==> src/sv/psl_pkg.sv <==
// ----------------------------------------------------------------------------
// Positional sequence list package
// Shared widths, operation codes and the control bundle for the chain of cells.
// ----------------------------------------------------------------------------
package psl_pkg;

  // Number of cells in the chain. Valid range is 2 to 31.
  localparam int CAPACITY = 16;

  // Width that holds an element count from zero up to CAPACITY.
  localparam int CNT_W = $clog2(CAPACITY + 1);

  // Widths fixed by the item format.
  localparam int DATA_W   = 32;
  localparam int MODE_W   = 3;
  localparam int POS_W    = 5;
  localparam int OCNT_W   = 5;
  localparam int STATUS_W = 2;

  // Width for comparing a position with a count without overflow.
  localparam int CMP_W = ((CNT_W > POS_W) ? CNT_W : POS_W) + 1;

  typedef enum logic [MODE_W-1:0] {
    MODE_INS_FRONT = 3'd0,
    MODE_INS_BACK  = 3'd1,
    MODE_INS_POS   = 3'd2,
    MODE_DEL_FRONT = 3'd3,
    MODE_DEL_BACK  = 3'd4,
    MODE_DEL_POS   = 3'd5,
    MODE_LIST      = 3'd6
  } mode_t;

  typedef enum logic [STATUS_W-1:0] {
    ST_DONE   = 2'd0,
    ST_BADPOS = 2'd1,
    ST_EMPTY  = 2'd2,
    ST_FULL   = 2'd3
  } status_t;

  // The operation that every cell of the chain performs.
  typedef enum logic [1:0] {
    CELL_HOLD = 2'd0,
    CELL_INS  = 2'd1,
    CELL_DEL  = 2'd2,
    CELL_ROT  = 2'd3
  } cell_op_t;

  typedef enum logic {
    S_IDLE = 1'b0,
    S_LIST = 1'b1
  } state_t;

  // Control broadcast to every cell.
  typedef struct packed {
    cell_op_t         op;
    logic [CNT_W-1:0] idx;    // target index of an insert or delete
    logic [CNT_W-1:0] count;  // elements held before the operation
  } cell_ctrl_t;

endpackage

==> src/sv/positional_sequence_list_top.sv <==
// ----------------------------------------------------------------------------
// Positional sequence list
// Bounded ordered list of signed 32-bit values held in a shifting chain of
// cells, with inserts and deletes at either end or at a position, and listing.
// ----------------------------------------------------------------------------
// An item is accepted at a rising edge where start is high and busy is low.
// Every edit (insert or delete, accepted or rejected) gives a single result. An
// accepted edit shifts the cells from its target index on by one place at the
// accepting edge; the result appears on the out_ ports, marked by out_valid, in
// the next cycle. Listing N elements keeps busy high while the chain rotates by
// one cell per cycle, the front cell being read out each time, so results come
// one per cycle, front to back; after N rotations the order is back where it
// started. Listing an empty list gives one result in the next cycle.
// Each result is shown for exactly one cycle and the receiver cannot stall it,
// so it must take every cycle in which out_valid is high. The last result an
// item causes carries out_last_of_run, and every result reports the element
// count after the operation and a status.
module positional_sequence_list_top (
  input  logic                                clk,
  input  logic                                rst_n,
  input  logic                                start,
  output logic                                busy,
  input  logic [psl_pkg::MODE_W-1:0]          in_mode,
  input  logic signed [psl_pkg::DATA_W-1:0]   in_value,
  input  logic [psl_pkg::POS_W-1:0]           in_position,
  output logic                                out_valid,
  output logic signed [psl_pkg::DATA_W-1:0]   out_element,
  output logic                                out_last_of_run,
  output logic [psl_pkg::OCNT_W-1:0]          out_element_count,
  output logic [psl_pkg::STATUS_W-1:0]        out_status
);

  // Control state.
  psl_pkg::state_t              state_r;
  psl_pkg::state_t              state_nxt;
  logic [psl_pkg::CNT_W-1:0]    count_r;
  logic [psl_pkg::CNT_W-1:0]    count_nxt;
  logic [psl_pkg::CNT_W-1:0]    list_idx_r;
  logic [psl_pkg::CNT_W-1:0]    list_idx_nxt;

  // Result register.
  logic                         out_valid_r;
  logic                         out_valid_nxt;
  logic [psl_pkg::DATA_W-1:0]   out_element_r;
  logic [psl_pkg::DATA_W-1:0]   out_element_nxt;
  logic                         out_last_r;
  logic                         out_last_nxt;
  logic [psl_pkg::OCNT_W-1:0]   out_count_r;
  logic [psl_pkg::OCNT_W-1:0]   out_count_nxt;
  psl_pkg::status_t             out_status_r;
  psl_pkg::status_t             out_status_nxt;

  // Chain of cells.
  psl_pkg::cell_ctrl_t          ctrl;
  logic [psl_pkg::DATA_W-1:0]   new_value;
  logic [psl_pkg::DATA_W-1:0]   cell_value [psl_pkg::CAPACITY];

  // Decode helpers.
  psl_pkg::mode_t               mode;
  logic                         accept;
  logic                         is_full;
  logic                         is_empty;
  logic                         list_last;
  logic [psl_pkg::CMP_W-1:0]    pos_ext;
  logic [psl_pkg::CMP_W-1:0]    cnt_ext;
  logic [psl_pkg::CMP_W-1:0]    cnt_nxt_ext;
  logic [psl_pkg::CNT_W-1:0]    pos_idx;

  assign mode      = psl_pkg::mode_t'(in_mode);
  assign busy      = (state_r == psl_pkg::S_LIST);
  assign accept    = start && !busy;
  assign is_full   = (count_r == psl_pkg::CNT_W'(psl_pkg::CAPACITY));
  assign is_empty  = (count_r == '0);
  assign list_last = ((list_idx_r + psl_pkg::CNT_W'(1)) == count_r);

  assign pos_ext     = psl_pkg::CMP_W'(in_position);
  assign cnt_ext     = psl_pkg::CMP_W'(count_r);
  assign cnt_nxt_ext = psl_pkg::CMP_W'(count_nxt);
  // Only used once the position is known to lie within 1..count+1.
  assign pos_idx     = psl_pkg::CNT_W'(pos_ext - psl_pkg::CMP_W'(1));

  // Next state.
  always_comb begin
    state_nxt = state_r;
    case (state_r)
      psl_pkg::S_IDLE: begin
        if (accept && (mode == psl_pkg::MODE_LIST) && !is_empty) begin
          state_nxt = psl_pkg::S_LIST;
        end
      end
      psl_pkg::S_LIST: begin
        if (list_last) begin
          state_nxt = psl_pkg::S_IDLE;
        end
      end
      default: begin
        state_nxt = psl_pkg::S_IDLE;
      end
    endcase
  end

  // Outputs: cell control, count update and the next result.
  always_comb begin
    ctrl.op         = psl_pkg::CELL_HOLD;
    ctrl.idx        = '0;
    ctrl.count      = count_r;
    new_value       = in_value;
    count_nxt       = count_r;
    list_idx_nxt    = list_idx_r;
    out_valid_nxt   = 1'b0;
    out_element_nxt = '0;
    out_last_nxt    = 1'b1;
    out_status_nxt  = psl_pkg::ST_DONE;

    case (state_r)
      psl_pkg::S_IDLE: begin
        if (accept) begin
          out_valid_nxt = 1'b1;
          case (mode)
            psl_pkg::MODE_INS_FRONT: begin
              if (is_full) begin
                out_status_nxt = psl_pkg::ST_FULL;
              end else begin
                ctrl.op  = psl_pkg::CELL_INS;
                ctrl.idx = '0;
              end
            end
            psl_pkg::MODE_INS_BACK: begin
              if (is_full) begin
                out_status_nxt = psl_pkg::ST_FULL;
              end else begin
                ctrl.op  = psl_pkg::CELL_INS;
                ctrl.idx = count_r;
              end
            end
            psl_pkg::MODE_INS_POS: begin
              // The position is checked before fullness.
              if ((pos_ext == '0) || (pos_ext > (cnt_ext + psl_pkg::CMP_W'(1)))) begin
                out_status_nxt = psl_pkg::ST_BADPOS;
              end else if (is_full) begin
                out_status_nxt = psl_pkg::ST_FULL;
              end else begin
                ctrl.op  = psl_pkg::CELL_INS;
                ctrl.idx = pos_idx;
              end
            end
            psl_pkg::MODE_DEL_FRONT: begin
              if (is_empty) begin
                out_status_nxt = psl_pkg::ST_EMPTY;
              end else begin
                ctrl.op  = psl_pkg::CELL_DEL;
                ctrl.idx = '0;
              end
            end
            psl_pkg::MODE_DEL_BACK: begin
              if (is_empty) begin
                out_status_nxt = psl_pkg::ST_EMPTY;
              end else begin
                ctrl.op  = psl_pkg::CELL_DEL;
                ctrl.idx = count_r - psl_pkg::CNT_W'(1);
              end
            end
            psl_pkg::MODE_DEL_POS: begin
              // An empty list is reported before a bad position.
              if (is_empty) begin
                out_status_nxt = psl_pkg::ST_EMPTY;
              end else if ((pos_ext == '0) || (pos_ext > cnt_ext)) begin
                out_status_nxt = psl_pkg::ST_BADPOS;
              end else begin
                ctrl.op  = psl_pkg::CELL_DEL;
                ctrl.idx = pos_idx;
              end
            end
            psl_pkg::MODE_LIST: begin
              if (is_empty) begin
                out_status_nxt = psl_pkg::ST_EMPTY;
              end else begin
                // Results start in the listing state.
                out_valid_nxt = 1'b0;
                list_idx_nxt  = '0;
              end
            end
            default: begin
              // The unused mode only reports a done result.
              out_status_nxt = psl_pkg::ST_DONE;
            end
          endcase

          if (ctrl.op == psl_pkg::CELL_INS) begin
            count_nxt = count_r + psl_pkg::CNT_W'(1);
          end else if (ctrl.op == psl_pkg::CELL_DEL) begin
            count_nxt = count_r - psl_pkg::CNT_W'(1);
          end
        end
      end
      psl_pkg::S_LIST: begin
        // Read the front cell and rotate it round to the back.
        ctrl.op         = psl_pkg::CELL_ROT;
        new_value       = cell_value[0];
        out_valid_nxt   = 1'b1;
        out_element_nxt = cell_value[0];
        out_last_nxt    = list_last;
        list_idx_nxt    = list_idx_r + psl_pkg::CNT_W'(1);
      end
      default: begin
        ctrl.op = psl_pkg::CELL_HOLD;
      end
    endcase
  end

  assign out_count_nxt = cnt_nxt_ext[psl_pkg::OCNT_W-1:0];

  always_ff @(posedge clk) begin
    if (!rst_n) begin
      state_r     <= psl_pkg::S_IDLE;
      count_r     <= '0;
      list_idx_r  <= '0;
      out_valid_r <= 1'b0;
    end else begin
      state_r     <= state_nxt;
      count_r     <= count_nxt;
      list_idx_r  <= list_idx_nxt;
      out_valid_r <= out_valid_nxt;
    end
  end

  always_ff @(posedge clk) begin
    out_element_r <= out_element_nxt;
    out_last_r    <= out_last_nxt;
    out_count_r   <= out_count_nxt;
    out_status_r  <= out_status_nxt;
  end

  // The chain itself: each cell sees its two neighbors.
  for (genvar g = 0; g < psl_pkg::CAPACITY; g++) begin : g_cell
    logic [psl_pkg::DATA_W-1:0] left_v;
    logic [psl_pkg::DATA_W-1:0] right_v;

    if (g == 0) begin : g_first
      assign left_v = '0;
    end else begin : g_inner_l
      assign left_v = cell_value[g-1];
    end

    if (g == psl_pkg::CAPACITY - 1) begin : g_last
      assign right_v = '0;
    end else begin : g_inner_r
      assign right_v = cell_value[g+1];
    end

    psl_cell u_cell (
      .clk         (clk),
      .my_idx      (psl_pkg::CNT_W'(g)),
      .ctrl        (ctrl),
      .new_value   (new_value),
      .left_value  (left_v),
      .right_value (right_v),
      .value       (cell_value[g])
    );
  end

  assign out_valid         = out_valid_r;
  assign out_element       = out_element_r;
  assign out_last_of_run   = out_last_r;
  assign out_element_count = out_count_r;
  assign out_status        = out_status_r;

  // The count never goes past the number of cells.
  a_count_bound: assert property (@(posedge clk) disable iff (!rst_n)
    count_r <= psl_pkg::CNT_W'(psl_pkg::CAPACITY))
    else $error("element count exceeds capacity");

  // Listing never changes the count.
  a_list_count_stable: assert property (@(posedge clk) disable iff (!rst_n)
    (state_r == psl_pkg::S_LIST) |=> (count_r == $past(count_r)))
    else $error("count changed while listing");

  // A full report only comes with a full list.
  a_full_status: assert property (@(posedge clk) disable iff (!rst_n)
    (out_valid_r && (out_status_r == psl_pkg::ST_FULL)) |->
      (count_r == psl_pkg::CNT_W'(psl_pkg::CAPACITY)))
    else $error("full status on a list that is not full");

  // The listing position stays below the count.
  a_list_idx_range: assert property (@(posedge clk) disable iff (!rst_n)
    (state_r == psl_pkg::S_LIST) |-> (list_idx_r < count_r))
    else $error("listing index out of range");

endmodule

==> src/sv/psl_cell.sv <==
// ----------------------------------------------------------------------------
// Positional sequence list cell
// One storage cell of the chain; takes its left or right neighbor, a new value
// or holds, as the broadcast control and its own place in the chain decide.
// ----------------------------------------------------------------------------
module psl_cell (
  input  logic                             clk,
  input  logic [psl_pkg::CNT_W-1:0]        my_idx,
  input  psl_pkg::cell_ctrl_t              ctrl,
  input  logic [psl_pkg::DATA_W-1:0]       new_value,
  input  logic [psl_pkg::DATA_W-1:0]       left_value,
  input  logic [psl_pkg::DATA_W-1:0]       right_value,
  output logic [psl_pkg::DATA_W-1:0]       value
);

  logic [psl_pkg::DATA_W-1:0] data_r;
  logic [psl_pkg::DATA_W-1:0] data_nxt;
  logic [psl_pkg::CNT_W-1:0]  my_idx_inc;

  assign my_idx_inc = my_idx + psl_pkg::CNT_W'(1);

  always_comb begin
    data_nxt = data_r;
    case (ctrl.op)
      psl_pkg::CELL_INS: begin
        if (my_idx == ctrl.idx) begin
          data_nxt = new_value;
        end else if ((my_idx > ctrl.idx) && (my_idx <= ctrl.count)) begin
          data_nxt = left_value;
        end
      end
      psl_pkg::CELL_DEL: begin
        if ((my_idx >= ctrl.idx) && (my_idx_inc < ctrl.count)) begin
          data_nxt = right_value;
        end
      end
      psl_pkg::CELL_ROT: begin
        // The front element wraps to the last occupied cell.
        if (my_idx_inc < ctrl.count) begin
          data_nxt = right_value;
        end else if (my_idx_inc == ctrl.count) begin
          data_nxt = new_value;
        end
      end
      default: begin
        data_nxt = data_r;
      end
    endcase
  end

  always_ff @(posedge clk) begin
    data_r <= data_nxt;
  end

  assign value = data_r;

endmodule
==> config.mk <==
export PLATFORM = sky130hd
export DESIGN_NAME = positional_sequence_list_top
export DESIGN_NICKNAME = d
export VERILOG_FILES = /design/src/sv/psl_pkg.sv /design/src/sv/positional_sequence_list_top.sv /design/src/sv/psl_cell.sv
export SDC_FILE = /design/constraint.sdc
export NUM_CORES = 2
export LEC_CHECK = 0
export BUFFER_PORTS_ARGS = -buffer_cell sky130_fd_sc_hd__buf_2
export CAP_MARGIN = 10
export CORE_MARGIN = 2
export CORE_UTILIZATION = 39
export CTS_CLUSTER_DIAMETER = 40
export DETAILED_ROUTE_END_ITERATION = 6
export SLEW_MARGIN = 20
export SYNTH_ARGS = -nofsm -noshare
export SYNTH_HDL_FRONTEND = slang
export SYNTH_HIERARCHICAL = 1
export SYNTH_SLANG_ARGS = --single-unit
==> constraint.sdc <==
create_clock -name clk -period 8.1 [get_ports clk]
set_input_delay 0 -clock clk [delete_from_list [all_inputs] [get_ports clk]]
set_output_delay 0 -clock clk [all_outputs]
set_load 0.01 [all_outputs]
Word level (Yosys, flattened, before mapping)
Index checks and enable logic that the tools add are counted.
{ "classes": {"addsub": 5, "mul": 0, "div_mod_pow": 0, "n_lt_le_gt_ge": 66, "eq_ne": 95, "shift": 0, "n_mux": 132, "bitwise_logic": 2, "n_reduce_logical": 64} }
{ "ops": {"columns": ["operator", "n"], "rows": [
  ["$mux W32", 81],
  ["$pmux W32 S3", 16],
  ["$ne A3 B1 Y1 const B", 32],
  ["$eq A4 B5 Y1 const A", 16],
  ["$reduce_and A4 Y1", 16],
  ["$mux W7", 7],
  ["$pmux W7 S6", 1],
  ["$eq A3 B5 Y1 const A", 8],
  ["$ge A4 B5 Y1 const A", 8],
  ["$gt A4 B5 Y1 const A", 8],
  ["$le A4 B5 Y1 const A", 8],
  ["$lt A4 B5 Y1 const A", 8],
  ["$mux W5", 8],
  ["$logic_and A1 B1 Y1", 35],
  ["$ne A2 B1 Y1 const B", 16],
  ["$mux W6", 4],
  ["$eq A2 B5 Y1 const A", 4],
  ["$ge A3 B5 Y1 const A", 4],
  ["$gt A3 B5 Y1 const A", 4],
  ["$le A3 B5 Y1 const A", 4],
  ["$lt A3 B5 Y1 const A", 4],
  ["$add A5 B1 Y5 const B", 2],
  ["$eq A1 B5 Y1 const A", 2],
  ["$ge A1 B5 Y1 const A", 2],
  ["37 further kinds", 66]
]} }
{ "totals": {"regBits": 564, "latchBits": 0, "ramBits": 0, "mem_bits_ro": 0, "memories": 0} }

Longest topological paths before layout
{ "logic_depth": {"word_depth": 14, "ltp_mapped": 19, "ltp_nobuf": 17} }

By module
The synthesis kept the hierarchy.
{ "by_module_without_submodules": {"columns": ["mod", "instances", "cells_each", "area_each_um2"], "rows": [
  ["psl_cell (g_cell[0].u_cell ...)", 9, 274, 2710.1],
  ["psl_cell (g_cell[5].u_cell ...)", 5, 236, 2408.6],
  ["positional_sequence_list_top", 1, 328, 3134.3],
  ["psl_cell (g_cell[4].u_cell)", 1, 239, 2429.8],
  ["psl_cell (g_cell[3].u_cell)", 1, 232, 2367.3]
]} }

Worst setup path after synthesis
Ideal clock, no wire load.
{ "synth_timing": {"kind": "reg2reg", "start": "reg count_r[0] in the netlist's numbering", "end": "reg g_cell[0].u_cell.data_r (netlist bit g_cell[0].u_cell/value[0]) (enable)", "setup_ps": 431, "t_arrival_ps": 6492, "required_ps": 7669, "path_slack_ps": 1177, "stages_incl_launch_ff": 14, "synth_period_minus_slack_ps": 6923, "cell_sequence": "dfxtp_1 inv_1 ha_1 inv_1 ha_1 nor2b_1 o21bai_1 a31o_2 a21o_1 a21o_1 buf_4 clkbuf_1 o311ai_0 o211ai_1"} }
{ "synth_lines": {"columns": ["element", "line", "source"], "rows": [
  ["start: declaration", "positional_sequence_list_top.sv:36", "logic [psl_pkg::CNT_W-1:0] count_r;"],
  ["start signal: assignment", "positional_sequence_list_top.sv:221", "count_r <= count_nxt;"],
  ["end signal: assignment", "psl_cell.sv:52", "data_r <= data_nxt;"],
  ["end: declaration", "psl_cell.sv:16", "logic [psl_pkg::DATA_W-1:0] data_r;"]
]} }

==> flow_summary.html <==
<table>
<tr><th>Metric</th><th>Value</th></tr>
<tr><th colspan="2">Status</th></tr>
<tr><td>Result of the run</td><td>finished, final reports clean</td></tr>
<tr><th colspan="2">Setup path</th></tr>
<tr><td>Reg2reg setup slack</td><td>between 2000 and 2500 ps</td></tr>
<tr><td>Maximum net fanout on the critical path</td><td>35</td></tr>
<tr><td>Startpoint type of the worst setup path</td><td>register</td></tr>
<tr><td>Startpoint-to-endpoint class of the critical path</td><td>reg -&gt; reg</td></tr>
<tr><td>Required time reported for the critical path endpoint</td><td>8320 ps</td></tr>
<tr><td>Worst reg2reg startpoint</td><td>count_r[2]</td></tr>
<tr><td>Logic depth of the worst register-to-register path</td><td>18</td></tr>
<tr><td>Endpoint of the worst-slack reg-to-reg timing path</td><td>g_cell[8].u_cell/value[7]</td></tr>
<tr><td>Endpoint type of the worst setup path</td><td>register</td></tr>
<tr><td>Arrival time worst endpoint</td><td>6200 ps</td></tr>
<tr><td>Setup crit start</td><td>count_r[2]</td></tr>
<tr><th colspan="2">Logic synthesis</th></tr>
<tr><td>Post-synthesis instance total</td><td>roughly 4,400</td></tr>
<tr><td>Post-synthesis async set-or-reset flop share</td><td>0</td></tr>
<tr><td>Main area contributors after synthesis</td><td>edfxtp_1, mux2i_1, ha_1, a2bb2oi_1, nand2_1</td></tr>
<tr><td>Prevailing post-synth register cell</td><td>edfxtp_1</td></tr>
<tr><td>Post-synth EDFFs</td><td>between 500 and 600</td></tr>
<tr><td>Fraction of synthesized cell area taken by the top area cell type</td><td>0.347</td></tr>
<tr><td>Sequential fraction of the synthesis area</td><td>0.370</td></tr>
<tr><td>Average cell area after synthesis</td><td>9.98 um^2</td></tr>
<tr><td>Post-Syn Area</td><td>44,400 um^2</td></tr>
<tr><td>Synth Register Bits</td><td>564</td></tr>
<tr><td>Count of warnings emitted by yosys</td><td>6</td></tr>
<tr><td>Number of distinct library cells after synthesis</td><td>97</td></tr>
<tr><td>Dominant cell type by area after synthesis</td><td>edfxtp_1</td></tr>
<tr><th colspan="2">Floorplan</th></tr>
<tr><td>Io pins</td><td>between 80 and 90</td></tr>
<tr><td>Die Width</td><td>341 um</td></tr>
<tr><td>Core Box Area</td><td>113,000 um^2</td></tr>
<tr><td>Starting density of the core</td><td>0.394</td></tr>
<tr><td>Overall die height</td><td>between 300 and 400 um</td></tr>
<tr><td># rows</td><td>123</td></tr>
<tr><td>Overall die area</td><td>around 120,000 um^2</td></tr>
<tr><th colspan="2">CTS</th></tr>
<tr><td>Clock sink count</td><td>564</td></tr>
<tr><td>Clock root buffer</td><td>clkbuf_16</td></tr>
<tr><td>Number of buffers inserted during clock tree synthesis</td><td>107</td></tr>
<tr><td>CTS clk-pin slew, worst paths</td><td>approximately 50 ps</td></tr>
<tr><td>Insertion delay to the later sink of the worst-skew pair</td><td>670 ps</td></tr>
<tr><td>Maximum level of the CTS H-tree</td><td>3</td></tr>
<tr><td>TritonCTS clock tree</td><td>done</td></tr>
<tr><td>Maximum number of buffers from clock root to sink</td><td>3</td></tr>
<tr><td>Post_cts resized</td><td>0</td></tr>
<tr><th colspan="2">Min path</th></tr>
<tr><td>Hold path startpoint</td><td>in_position[3]</td></tr>
<tr><td>Capture endpoint of the worst hold path</td><td>out_status[0]</td></tr>
<tr><td>Instance count along the most critical hold path</td><td>5</td></tr>
<tr><td>Worst min-delay path category</td><td>in -&gt; reg</td></tr>
<tr><th colspan="2">Layout</th></tr>
<tr><td>Area Growth Syn to Fin</td><td>14.3%</td></tr>
<tr><td>Share of post-route cells with drive strength above 1</td><td>0.130</td></tr>
<tr><td>Fillers</td><td>about 11,000</td></tr>
<tr><td>Final antenna diode count</td><td>0</td></tr>
<tr><td>Multi-input logic area</td><td>about 27,000 um^2</td></tr>
<tr><td>Most common cell after layout, fill and taps aside</td><td>nand2_1</td></tr>
<tr><td>Final #Nets</td><td>5,058</td></tr>
<tr><td>Total area of sequential cells</td><td>16,400 um^2</td></tr>
<tr><td>Most used cells in the layout excluding fill and tap cells</td><td>nand2_1, edfxtp_1, mux2i_1</td></tr>
<tr><td>Utilization after layout</td><td>0.450</td></tr>
<tr><th colspan="2">Timing</th></tr>
<tr><td>Tightest Pin Transition</td><td>1060 ps</td></tr>
<tr><td>Clock tree skew after final layout</td><td>49.9 ps</td></tr>
<tr><td>Final sum of negative setup slack</td><td>0 ps</td></tr>
<tr><td>Final hold violations</td><td>0</td></tr>
<tr><td>Clock period minus worst slack</td><td>5990 ps</td></tr>
<tr><td>Slew HR</td><td>0.292</td></tr>
<tr><td>Share of the clock period used by the worst path</td><td>0.739</td></tr>
<tr><td>Final setup violating endpoints</td><td>0</td></tr>
<tr><td>Achievable frequency</td><td>167 MHz</td></tr>
<tr><td>RSZ-0062 raised after global routing</td><td>no</td></tr>
<tr><td>Pins Over Slew Limit</td><td>0</td></tr>
<tr><th colspan="2">Drt</th></tr>
<tr><td>Remaining antenna violation count</td><td>0</td></tr>
<tr><td>Uppermost metal layer occupied by signal nets</td><td>met4</td></tr>
<tr><td>Detailed Route WL</td><td>107,000 um</td></tr>
<tr><td>Remaining routing DRC violations</td><td>0</td></tr>
<tr><td>Met2 routed WL</td><td>45,900 um</td></tr>
<tr><td>M1 WL</td><td>54,600 um</td></tr>
<tr><td>Via Count</td><td>33,425</td></tr>
<tr><td>1st-iter DRT viols</td><td>2,498</td></tr>
<tr><td>Via-per-instance ratio</td><td>5.27</td></tr>
<tr><td>Sum of met3 wire segment lengths after detailed routing</td><td>5090 um</td></tr>
<tr><td>Number of search-and-repair iterations in the first detailed-routing pass</td><td>5</td></tr>
<tr><td>Routed length per instance</td><td>around 17 um</td></tr>
<tr><th colspan="2">Power and ir drop</th></tr>
<tr><td>Power density relative to cell area</td><td>207 nW/um^2</td></tr>
<tr><td>VDD IR max</td><td>around 0.17 mV</td></tr>
<tr><td>Cell leakage power</td><td>0.0181 uW</td></tr>
<tr><th colspan="2">Placed design</th></tr>
<tr><td>Weighted congestion reported at the end of routability-driven placement</td><td>0.795</td></tr>
<tr><td>IO buf count</td><td>84</td></tr>
<tr><td>Half-perimeter wire length after detailed placement</td><td>75,900 um</td></tr>
<tr><th colspan="2">Global route</th></tr>
<tr><td>Overall overflow remaining after global route</td><td>0</td></tr>
<tr><td>Antenna violations before repair</td><td>0</td></tr>
<tr><td>Via count of the first global-routing pass</td><td>32,164</td></tr>
<tr><td>Total global-route track usage</td><td>0.181</td></tr>
<tr><td>First-pass GRT wire length</td><td>178,000 um</td></tr>
<tr><td>Pin count of the biggest net entering global routing</td><td>208</td></tr>
<tr><th colspan="2">Run</th></tr>
<tr><td>Max-cap check violation count</td><td>0</td></tr>
</table>
## cell usage after synthesis (87+ instances only)
library cell and instances:
nand2_1 556, edfxtp_1 512, mux2i_1 446, a2bb2oi_1 279, ha_1 270, o21ai_0 218, inv_1 202, a21boi_1 198
a21oi_1 179, a22oi_1 158, clkbuf_1 154, o21ai_1 103, nor2_1 91, buf_6 87
## worst max-delay path by stage
stage	endpoint	slack (ps)
2_1_floorplan	g_cell[0].u_cell/value[0]	1180
3_3_place_gp	g_cell[8].u_cell/value[6]	2250
3_5_place_dp	g_cell[8].u_cell/value[5]	2120
4_1_cts	g_cell[8].u_cell/value[7]	2040
5_1_grt	g_cell[8].u_cell/value[7]	1640
6_report	g_cell[8].u_cell/value[7]	2110
## through the flow
| step | cell area, um^2 | setup slack [ps] | power (uW) | cells | hold WS (ps) |
|---|---|---|---|---|---|
| final | 50700 | 2110 | 10500 | 6339 | 110 |
| after global routing | 50700 | 1640 | 11000 | 6339 | 151 |
| after CTS | 50700 | 2040 | 10500 | 6337 | 66.2 |
| after detailed placement | 46600 | 2120 | 5650 | 6127 | 331 |
| after global placement | 46600 | 2250 | 5600 | 6127 | 333 |
| after floorplan | 45800 | 1180 | 5270 | 4827 | 141 |
## sequential cells by signal, summed over array words and instances, names as in the netlist
signal / flops
g_cell.u_cell/value: 512
out_status: 2
out_element_count: 5
busy: 1
list_idx_r: 5
out_last_of_run: 1
count_r: 5
out_valid: 1
out_element: 32
## critical path: stages (launching register included)
cell and delay [ps]:
dfxtp_1 480, buf_4 390, nand3_1 160, xnor2_1 280, ha_1 310, nand3_1 150
o21bai_1 170, a31oi_2 180, nor4_4 350, o22ai_1 170, a221oi_2 270, buf_4 290
inv_1 80, ha_1 320, and3_1 160, and3_2 530, a2111oi_2 580, a2111o_1 230
o221ai_4 400
## logic make-up (layout without fill, tap and decap cells)
family | Yosys count | count (layout) | synth area share
mux | 509 | 509 | 0.117
simple gates | 968 | 968 | 0.104
compound gates | 1518 | 1518 | 0.254
xor+xnor | 62 | 62 | 0.0122
fa+ha+maj | 270 | 270 | 0.0761
buf+inv | 552 | 564 | 0.0660
other cells | 2 | 384 | 0.000169
flops | 564 | 564 | 0.370
## cell type report
type                    instances  area share
clock buffers                 120      0.0556
clock inverters                83      0.0225
inverters                     209      0.0155
multi-input cells            3711       0.525
flip-flops and latches        564       0.324
well taps                    1500      0.0370
repair buffers                152      0.0202
## per-layer routing
layer  global-route usage  vias up
met5                    0        -
met4               0.0399        0
met3               0.0226      121
met2                0.277      802
met1                0.271    15466
li1                     -    17036
## where the power goes
group / total, uW / internal [uW] / switching, uW
sequential: 3540 / 3450 / 95.4
combinational: 2080 / 785 / 1290
clock: 4860 / 3250 / 1610
total: 10500 / 7480 / 3000
## repair_timing
action                     in CTS  in global routing
hold buffers                    7                  0
hold endpoints to repair       15                  0
setup endpoints to repair       0                  0
buffers inserted                0                  0
Power figures use the tool's default switching activity.
